File: src/design/vector_dedup_count_table_macros.svh
// Assertion macros shared by the vector dedup count table modules.
// No dependencies.
`ifndef VECTOR_DEDUP_COUNT_TABLE_MACROS_SVH
`define VECTOR_DEDUP_COUNT_TABLE_MACROS_SVH
// Implication checked on every clock edge outside reset.
`define VDCT_ASSERT_IMP(label, clk, rst_n, ante, cons, msg) \
	label: assert property (@(posedge clk) disable iff (!rst_n) (ante) |-> (cons)) \
		else $error(msg);
// Next-cycle implication checked outside reset.
`define VDCT_ASSERT_NEXT(label, clk, rst_n, ante, cons, msg) \
	label: assert property (@(posedge clk) disable iff (!rst_n) (ante) |=> (cons)) \
		else $error(msg);
`endif

File: src/design/vdct_pkg.sv
// Package for the vector dedup count table: sizes, types and controller commands.
// No dependencies.
package vdct_pkg;
	localparam int TableDepth = 4096;
	localparam int VectorLen = 8;
	localparam int IdxW = $clog2(TableDepth);
	localparam int UsedW = IdxW + 1;
	localparam int ElemW = 16;
	localparam int HitsW = 24;
	localparam int ThrW = 34;
	localparam int SqW = 34;
	localparam int SumW = 35;
	localparam logic [HitsW-1:0] HitsMax = '1;
	localparam logic [ThrW-1:0] ThrReset = 34'd107374;

	typedef logic [ElemW-1:0] elem_t;
	typedef elem_t [VectorLen-1:0] vec_t;

	typedef enum logic [2:0] {
		ST_IDLE, ST_READ, ST_CMP, ST_UPD, ST_OUT
	} state_t;

	typedef struct packed {
		logic load;       // capture input item
		logic clear;      // reset used count
		logic start;      // reset scan index
		logic rd;         // issue read of entry at scan index
		logic hit_upd;    // write back incremented count
		logic append;     // write new entry
		logic set_full;   // mark drop result
		logic out_load;   // present result
	} cmd_t;

	typedef struct packed {
		logic is_vec;
		logic scan_done;  // every used entry has been read
		logic cmp_busy;   // a compare is in flight
		logic match;      // registered compare result of an earlier entry
		logic room;       // used count below depth
		logic out_busy;   // result register still full
	} stat_t;
endpackage

File: src/design/vdct_ctrl.sv
// Controller state machine for the vector dedup count table.
// Depends on vdct_pkg and vector_dedup_count_table_macros.svh.
module vdct_ctrl (
	input  logic clk,
	input  logic arst_n,
	input  logic in_valid,
	output logic in_ready,
	input  vdct_pkg::stat_t stat,
	output vdct_pkg::cmd_t cmd
);
	`include "vector_dedup_count_table_macros.svh"
	vdct_pkg::state_t state_q, state_d;

	always_ff @(posedge clk or negedge arst_n) begin
		if (!arst_n) state_q <= vdct_pkg::ST_IDLE;
		else state_q <= state_d;
	end

	always_comb begin
		state_d = state_q;
		unique case (state_q)
			vdct_pkg::ST_IDLE: begin
				if (in_valid) state_d = vdct_pkg::ST_READ;
			end
			vdct_pkg::ST_READ: begin
				if (!stat.is_vec || stat.scan_done) state_d = vdct_pkg::ST_UPD;
				else state_d = vdct_pkg::ST_CMP;
			end
			vdct_pkg::ST_CMP: begin
				if (stat.match) state_d = vdct_pkg::ST_UPD;
				else if (stat.scan_done && !stat.cmp_busy) state_d = vdct_pkg::ST_UPD;
			end
			vdct_pkg::ST_UPD: state_d = vdct_pkg::ST_OUT;
			vdct_pkg::ST_OUT: begin
				if (!stat.out_busy) state_d = vdct_pkg::ST_IDLE;
			end
			default: state_d = vdct_pkg::ST_IDLE;
		endcase
	end

	// In CMP the compare pipeline has one entry in flight: the read issued last
	// cycle is being compared while the next read goes out.
	always_comb begin
		cmd = '0;
		in_ready = 1'b0;
		unique case (state_q)
			vdct_pkg::ST_IDLE: begin
				in_ready = 1'b1;
				cmd.load = in_valid;
				cmd.start = in_valid;
			end
			vdct_pkg::ST_READ: begin
				cmd.rd = stat.is_vec && !stat.scan_done;
			end
			vdct_pkg::ST_CMP: begin
				cmd.rd = !stat.match && !stat.scan_done;
			end
			vdct_pkg::ST_UPD: begin
				cmd.clear = !stat.is_vec;
				cmd.hit_upd = stat.is_vec && stat.match;
				cmd.append = stat.is_vec && !stat.match && stat.room;
				cmd.set_full = stat.is_vec && !stat.match && !stat.room;
			end
			vdct_pkg::ST_OUT: cmd.out_load = !stat.out_busy;
			default: ;
		endcase
	end

	`VDCT_ASSERT_IMP(a_ready_idle, clk, arst_n, in_ready, state_q == vdct_pkg::ST_IDLE, "ready outside idle")
	`VDCT_ASSERT_NEXT(a_load_read, clk, arst_n, cmd.load, state_q == vdct_pkg::ST_READ, "load not followed by read")
	`VDCT_ASSERT_IMP(a_one_upd, clk, arst_n, cmd.hit_upd, !cmd.append && !cmd.set_full, "update conflict")
endmodule

File: config.mk
export PLATFORM = sky130hd
export DESIGN_NAME = vdct_ctrl
export DESIGN_NICKNAME = d
export VERILOG_FILES = /design/src/design/vdct_pkg.sv /design/src/design/vdct_ctrl.sv
export VERILOG_INCLUDE_DIRS = /design/src /design/src/design
export SDC_FILE = /design/constraint.sdc
export NUM_CORES = 1
export LEC_CHECK = 0
export ABC_CLOCK_PERIOD_IN_PS = 3100
export BUFFER_PORTS_ARGS = -buffer_cell sky130_fd_sc_hd__buf_2
export CAP_MARGIN = 30
export CORE_AREA = 2 2 39 41
export CTS_CLUSTER_SIZE = 14
export DETAILED_ROUTE_END_ITERATION = 16
export DIE_AREA = 0 0 41 43
export GPL_ROUTABILITY_DRIVEN = 0
export SYNTH_ARGS = -nofsm -noshare
export SYNTH_HDL_FRONTEND = slang
export SYNTH_SLANG_ARGS = --single-unit
File: constraint.sdc
create_clock -name clk -period 3.1 [get_ports clk]
set_clock_uncertainty 0.15 [all_clocks]
set_input_delay 0.775 -clock clk [delete_from_list [all_inputs] [get_ports clk]]
set_output_delay 0.775 -clock clk [all_outputs]
set_load 0.01 [all_outputs]
==> results of run 1 <==
critical path, cell delays in order:
cell     delay, ns
buf_2         0.12
nor3b_1       0.25
a21oi_1       0.07
nor3_1        0.15
buf_2         0.16
final timing paths:
path	start	endpoint	slack, ns	cells past startpoint
hold reg to reg	state_q[2]	state_q[1]	0.40	1
setup / recovery	stat[2]	cmd[4]	0.65	5
hold / removal	arst_n	state_q[1]	0.17	1
min in group clk	state_q[2]	state_q[1]	0.40	1
max in group asynchronous	arst_n	state_q[0]	2.52	1
setup reg to reg	state_q[1]	state_q[0]	1.81	3
Yosys cell counts:
cell type,n,area share
a21oi_1,1,0.022
a221oi_1,1,0.038
a31o_2,1,0.038
and2_1,2,0.054
and2b_2,1,0.038
and3_1,1,0.027
and3b_2,1,0.043
buf_4,1,0.032
dfrtp_1,3,0.32
inv_1,1,0.016
nand2_1,2,0.032
nand2b_1,1,0.027
nor2_1,3,0.049
nor3_1,3,0.065
nor3b_1,1,0.032
nor3b_2,1,0.054
o21ai_2,1,0.038
o21bai_1,1,0.032
xnor2_1,1,0.038
per-layer routing:
| metal | GRT usage | vias to the layer above |
|---|---|---|
| met3 | 0.04712 | 0 |
| met4 | 0.08000 | 0 |
| met1 | 0.08117 | 119 |
| met2 | 0.08750 | 9 |
| li1 | - | 135 |
| met5 | 0 | - |
stage by stage:
stage               setup WS [ns]  hold slack, ns
finish                     0.6488          0.1739
global route               0.5385          0.1659
CTS                        0.6421          0.1696
detailed placement         0.6356          0.3927
global placement           0.6915          0.3887
floorplan                  0.8530          0.3294
area by class of cell:
class                   count  area [um2]
repair buffers             17       85.08
multi-input cells          22       145.1
clock buffers               4       26.28
inverters                   1       3.754
flip-flops and latches      3       75.07
fillers                   160        1028
well taps                  16       20.02
power breakdown:
part | internal (mW) | switching, mW
combinational | 0.0719 | 0.0633
sequential | 0.0572 | 0.0297
clock | 0.0483 | 0.0215
total | 0.177 | 0.115
cell families (layout without fill, tap and decap cells):
logic type | count (synthesis) | in the layout | share of synthesized area
xor+xnor | 1 | 1 | 0.03784
simple gates | 16 | 16 | 0.4216
flops | 3 | 3 | 0.3243
buf+inv | 2 | 22 | 0.04865
compound gates | 5 | 5 | 0.1676
==> metrics.csv, run 1 <==
metric,value,unit
status,"complete, no violations",
power density over the cells,821.5,nW/um2
count of mapped cells out of synthesis,27,
# nets final,57,
aggregate global routing overflow,0,
"flops & latches, synth",3,
Leakage Power,0.1884,nW
syn_area_per_cell,8.573,um2
endpoint type of the worst setup path,output port,
number of warning messages in the yosys log,0,
worst-margin pin slew,0.2763,ns
total number of vias,263,
DR WL met3,48,um
Port Buf Inserts,17,
pin count of the biggest net entering global routing,8,
"commonest cells after routing, fill and taps aside","buf_2, nor3_1, nor2_1, clkbuf_4, dfrtp_1",
class of the tightest hold or removal check,input port to asynchronous set/reset pin,
max_slew headroom,0.8158,
CTS H-tree lvls,1,
Initial Util,0.1673,
number of cells in the finished layout apart from fillers,63,
Final ANT Viol Nets,0,
height of the die,43,um
max-cap violation count,0,
"Worst Path Class, Setup",input port to output port,
initial antenna violation count,0,
count of buffers added by post-CTS timing repair for setup,0,
top layer in use,met3,
required time worst endpoint,2.17,ns
number of distinct library cells after synthesis,19,
Tot GR Track Use,0.07452,
detailed-route wire length,563,um
maximum root-to-sink buffer count,2,
Worst Setup Start Kind,input port,
M1 wire length,239,um
Final period util,0.7907,
Worst Path Max Fanout,4,
area of the core,1384,um2
total cell area at the placement stage,329.1,um2
antenna diode count,0,
first-pass GRT wire length,800,um
signed area change from the synthesized netlist to the final layout,53.51,%
number of max-slew violations in the final report,0,
TritonCTS clock tree,built,
Largest regs,state_q (3),
Post-CTS Hold Fix Bufs,0,
fraction of final layout cells sized beyond drive strength 1,0.5319,
combined area of all synthesized cells,231.5,um2
"Most flops, register",state_q,
number of global-route vias before repair,218,
count of endpoints failing hold in the final timing report,0,
"most common cell after layout, fill and taps aside",buf_2,
RSZ-0062 raised after global routing,false,
register area share after synthesis,0.3243,
post-detail-place hpwl,448.7,um
Final Util,0.2568,
"Net Count, Synth",36,
number of instances resized during post-cts repair,0,
via density per instance,4.175,
final number of setup-violating endpoints,0,
worst supply voltage drop on vdd,0.2544,mV
Worst Path Arrival,1.53,ns
setup TNS after final layout,0,ns
row cnt,14,
clk sinks,3,
Tmin final,2.451,ns
Final Power,0.2919,mW
placed cells,59,
Die W,41,um
final cell area excluding filler cells,355.3,um2
post-detailed-route wirelength per cell,8.937,um
clock latency at the later pin of the worst-skew pair,0.24,ns
number of flip-flops under the largest register name,3,
buffer cell driving the clock tree root,clkbuf_4,
Top Ports,18,
Remaining DRCs,0,
First DRT Iteration DRCs,6,
"Clk pin slew, worst setup/hold paths",0.04,ns
TritonCTS buffer count,3,
FMAX,0.4080,GHz
met2 wirelength from detailed routing,276,um
floorplan die area,1763,um2
number of iterations in the first detailed-routing pass,4,
(Power assumes the default switching activity.)
==> inputs of run 2 (changes only) <==
ABC_CLOCK_PERIOD_IN_PS = 2000   (was 3100)
clock period = 2 ns   (was 3.1 ns; I/O delays follow)
==> metrics.csv, run 2 (synthesized netlist as in run 1, its figures left out) <==
metric,value,unit
Leakage Power,0.2081,nW
clock latency at the later pin of the worst-skew pair,0.23,ns
met3 track demand over resource in global routing,0.04712,
CTS H-tree lvls,1,
setup TNS after final layout,0,ns
number of iterations in the first detailed-routing pass,2,
class of the tightest hold or removal check,input port to register,
"Most flops, register",state_q,
number of max-slew violations in the final report,0,
number of global-route vias before repair,225,
Tot GR Track Use,0.07452,
Remaining DRCs,0,
Worst Setup Start Kind,register,
endpoint type of the worst setup path,output port,
"most common cell after layout, fill and taps aside",buf_2,
endpoint of the worst hold-timing path,state_q[2],
count of endpoints failing hold in the final timing report,0,
total cell area at the placement stage,329.1,um2
clk sinks,3,
signed area change from the synthesized netlist to the final layout,78.92,%
Final period util,0.9710,
total number of vias,263,
final number of setup-violating endpoints,0,
floorplan die area,1763,um2
TritonCTS clock tree,built,
setup slack after layout,0.05792,ns
Worst Path Max Fanout,4,
status,"complete, no violations",
Tmin final,1.942,ns
capturing point of the worst reg2reg path,state_q[2],
"Critical Path, Cell by Cell",and3b_2 > nand2_2 > nor3b_2 > buf_2,
post-detailed-route wirelength per cell,9.576,um
Initial Util,0.1673,
Crit-path slowest cell,dfrtp_2,
hold path startpoint,stat[0],
Largest regs,state_q (3),
hold path cells,2,
detailed-route wire length,632,um
height of the die,43,um
biggest cell delay along the critical path,0.42,ns
fraction of final layout cells sized beyond drive strength 1,0.6800,
worst supply voltage drop on vdd,0.4909,mV
worst-margin pin slew,0.2652,ns
aggregate global routing overflow,0,
first-pass GRT wire length,821,um
row cnt,14,
WHS,0.3792,ns
met1 usage in global routing,0.07792,
via density per instance,3.985,
initial antenna violation count,0,
buffer cell driving the clock tree root,clkbuf_4,
max-cap violation count,0,
TritonCTS buffer count,3,
Die W,41,um
First DRT Iteration DRCs,2,
area of the core,1384,um2
Worst Path Arrival,1.29,ns
Final Util,0.2993,
required time worst endpoint,1.35,ns
GRT busiest layer,met2,
power density over the cells,1220,nW/um2
"Clk pin slew, worst setup/hold paths",0.04,ns
number of flip-flops under the largest register name,3,
Final ANT Viol Nets,0,
post-detail-place hpwl,435.8,um
maximum root-to-sink buffer count,2,
Top Ports,18,
crit-path leading delay family,simple AND/OR/NAND/NOR gates,
pin count of the biggest net entering global routing,8,
antenna diode count,0,
final cell area excluding filler cells,414.1,um2
length in cells of the worst reg-to-reg path,3,
"commonest cells after routing, fill and taps aside","buf_2, nor2_1, clkbuf_4, dfrtp_2",
Port Buf Inserts,17,
Buffers & Inverters on Critical Path,1,
RSZ-0062 raised after global routing,true,
launching point of the worst reg2reg path,state_q[0],
register-to-register setup slack,0.70,ns
global-route track usage on met2,0.1000,
post-place setup slack,0.1045,ns
# nets final,60,
FMAX,0.5149,GHz
max_slew headroom,0.8232,
"Worst Path Class, Setup",register to output port,
## run 2: how the worst max path moves through the flow
stage          cells past startpoint      to  slack, ns       start
3_3_place_gp                       5  cmd[4]       0.12     stat[2]
3_5_place_dp                       5  cmd[4]       0.10     stat[2]
6_report                           4  cmd[2]       0.06  state_q[2]
4_1_cts                            4  cmd[2]      0.002  state_q[2]
5_1_grt                            4  cmd[2]      -0.02  state_q[2]
2_1_floorplan                      3  cmd[7]       0.20  state_q[2]
## run 2: routing by layer
layer	share of wire	vias to the layer above	routed length (um)
met3	0.057	0	36
met2	0.55	7	350
li1	-	140	-
met4	0	0	0
met1	0.39	116	244
met5	0	-	0
## run 2: timing repair
| action | in CTS | in global routing |
|---|---|---|
| endpoints found under the setup margin | 1 | 3 |
| hold buffers | 1 | 0 |
| resized for setup | 1 | 6 |
| pin swaps | 0 | 2 |
| endpoints found under the hold margin | 3 | 0 |
| setup buffers | 0 | 2 |
## run 2: through the flow
stage                     total power, mW  cells
after floorplan                    0.2808     27
after global routing               0.5508     66
after global placement             0.3430     59
final                              0.5055     66
after CTS                          0.4578     64
after detailed placement           0.3448     59
## run 2: power by group
part	leakage (nW)	internal, mW	total [mW]	switching, mW
clock network	0.0150	0.0746	0.103	0.0287
logic	0.159	0.148	0.262	0.114
registers	0.0339	0.0941	0.140	0.0463
## run 2: cell type report
cell class / instances / area, um2
Multi-Input combinational cell: 22 / 162.7
Clock buffer: 4 / 26.28
Inverter: 1 / 3.754
Fill cell: 154 / 969.7
Tap cell: 16 / 20.02
Timing Repair Buffer: 20 / 122.6
Sequential cell: 3 / 78.83
==> inputs of run 3 (changes only) <==
CORE_AREA = 5 5 42 44   (was 2 2 39 41)
DIE_AREA = 0 0 47 49   (was 0 0 41 43)
==> metrics.csv, run 3 (synthesized netlist as in run 1, its figures left out) <==
metric,value,unit
max_slew headroom,0.8097,
Final ANT Viol Nets,0,
total number of vias,282,
Worst Path Max Fanout,7,
Initial Util,0.1652,
status,"complete, no violations",
endpoint type of the worst setup path,output port,
number of iterations in the first detailed-routing pass,2,
detailed-route wire length,653,um
pin count of the biggest net entering global routing,8,
Die W,47,um
"Most flops, register",state_q,
area of the core,1401,um2
initial antenna violation count,0,
"commonest cells after routing, fill and taps aside","buf_2, buf_4, nor3_1, nor2_1, clkbuf_4",
TritonCTS buffer count,3,
height of the die,49,um
Leakage Power,0.2132,nW
CTS H-tree lvls,1,
via density per instance,4.147,
worst supply voltage drop on vdd,0.2817,mV
FF+latch area,77.57,um2
number of max-slew violations in the final report,0,
TritonCTS clock tree,built,
clk sinks,3,
Port Buf Inserts,17,
count of endpoints failing hold in the final timing report,0,
worst-margin pin slew,0.2855,ns
Final Util,0.2875,
antenna diode count,0,
row cnt,14,
hold path startpoint,stat[0],
post-detail-place hpwl,518.4,um
number of flip-flops under the largest register name,3,
number of global-route vias before repair,249,
max-cap violation count,0,
final number of setup-violating endpoints,0,
# nets final,62,
FMAX,0.5147,GHz
area of the multi-input gates,150.1,um2
Worst Setup Start Kind,register,
buffer cell driving the clock tree root,clkbuf_4,
First DRT Iteration DRCs,1,
aggregate global routing overflow,0,
fill cell total of the finished layout,172,
first-pass GRT wire length,924,um
floorplan die area,2303,um2
required time worst endpoint,1.35,ns
post-detailed-route wirelength per cell,9.603,um
launching point of the worst reg2reg path,state_q[1],
fraction of final layout cells sized beyond drive strength 1,0.6154,
"Clk pin slew, worst setup/hold paths",0.04,ns
clock latency at the later pin of the worst-skew pair,0.23,ns
"Worst Path Class, Setup",register to output port,
class of the tightest hold or removal check,input port to register,
Largest regs,state_q (3),
Tot GR Track Use,0.05716,
WHS,0.3816,ns
Remaining DRCs,0,
maximum root-to-sink buffer count,2,
Tmin final,1.943,ns
power density over the cells,1225,nW/um2
"most common cell after layout, fill and taps aside",buf_2,
Top Ports,18,
Final Power,0.4937,mW
Critical Path Source,state_q[1],
Worst Path Arrival,1.29,ns
signed area change from the synthesized netlist to the final layout,74.05,%
Final period util,0.9714,
## run 3: worst paths after layout
check	to	slack, ns	cells past startpoint
hold reg to reg	state_q[0]	0.40	2
setup reg to reg	state_q[0]	0.73	3
min in group asynchronous	state_q[1]	0.44	2
hold / removal	state_q[2]	0.38	2
setup / recovery	cmd[6]	0.06	4
max in group asynchronous	state_q[0]	1.14	2
## run 3: area by class of cell
class                      instances  share of cell area
multi-input combinational         22              0.3727
inverter                           1            0.009317
timing repair buffer              22              0.3106
clock buffer                       4             0.06522
tap                               16             0.04969
sequential                         3              0.1925
## run 3: critical path, stage by stage, from the launching register on
cell     delay [ns]
dfrtp_2        0.43
and3b_2        0.23
buf_4          0.13
and2_1         0.14
buf_2          0.13
## run 3: timing repair
item | CTS | global route
setup buffers | 3 | 1
hold buffers | 1 | 0
gates cloned | 0 | 0
endpoints found under the setup margin | 1 | 2
pin swaps | 0 | 1
resized for setup | 0 | 3
endpoints found under the hold margin | 3 | 0
## run 3: per-stage QoR
stage	worst slack (ns)	cells	instance area [um2]	setup TNS [ns]
global placement	0.1134	59	329.1	0
floorplan	0.1971	27	231.5	0
finish	0.05724	68	402.9	0
global route	-0.005068	68	402.9	-0.005319
CTS	0.03045	67	387.9	0
detailed placement	0.1034	59	329.1	0
## run 3: metal layers
metal,global-route usage,part of all wire
met5,0,0
met2,0.08371,0.55
met1,0.05752,0.37
met3,0.02214,0.078
met4,0.05530,0
## run 3: power breakdown
part | switching, mW | leakage [nW] | internal [mW]
logic | 0.114 | 0.163 | 0.144
registers | 0.0392 | 0.0353 | 0.0929
clock network | 0.0286 | 0.0150 | 0.0746
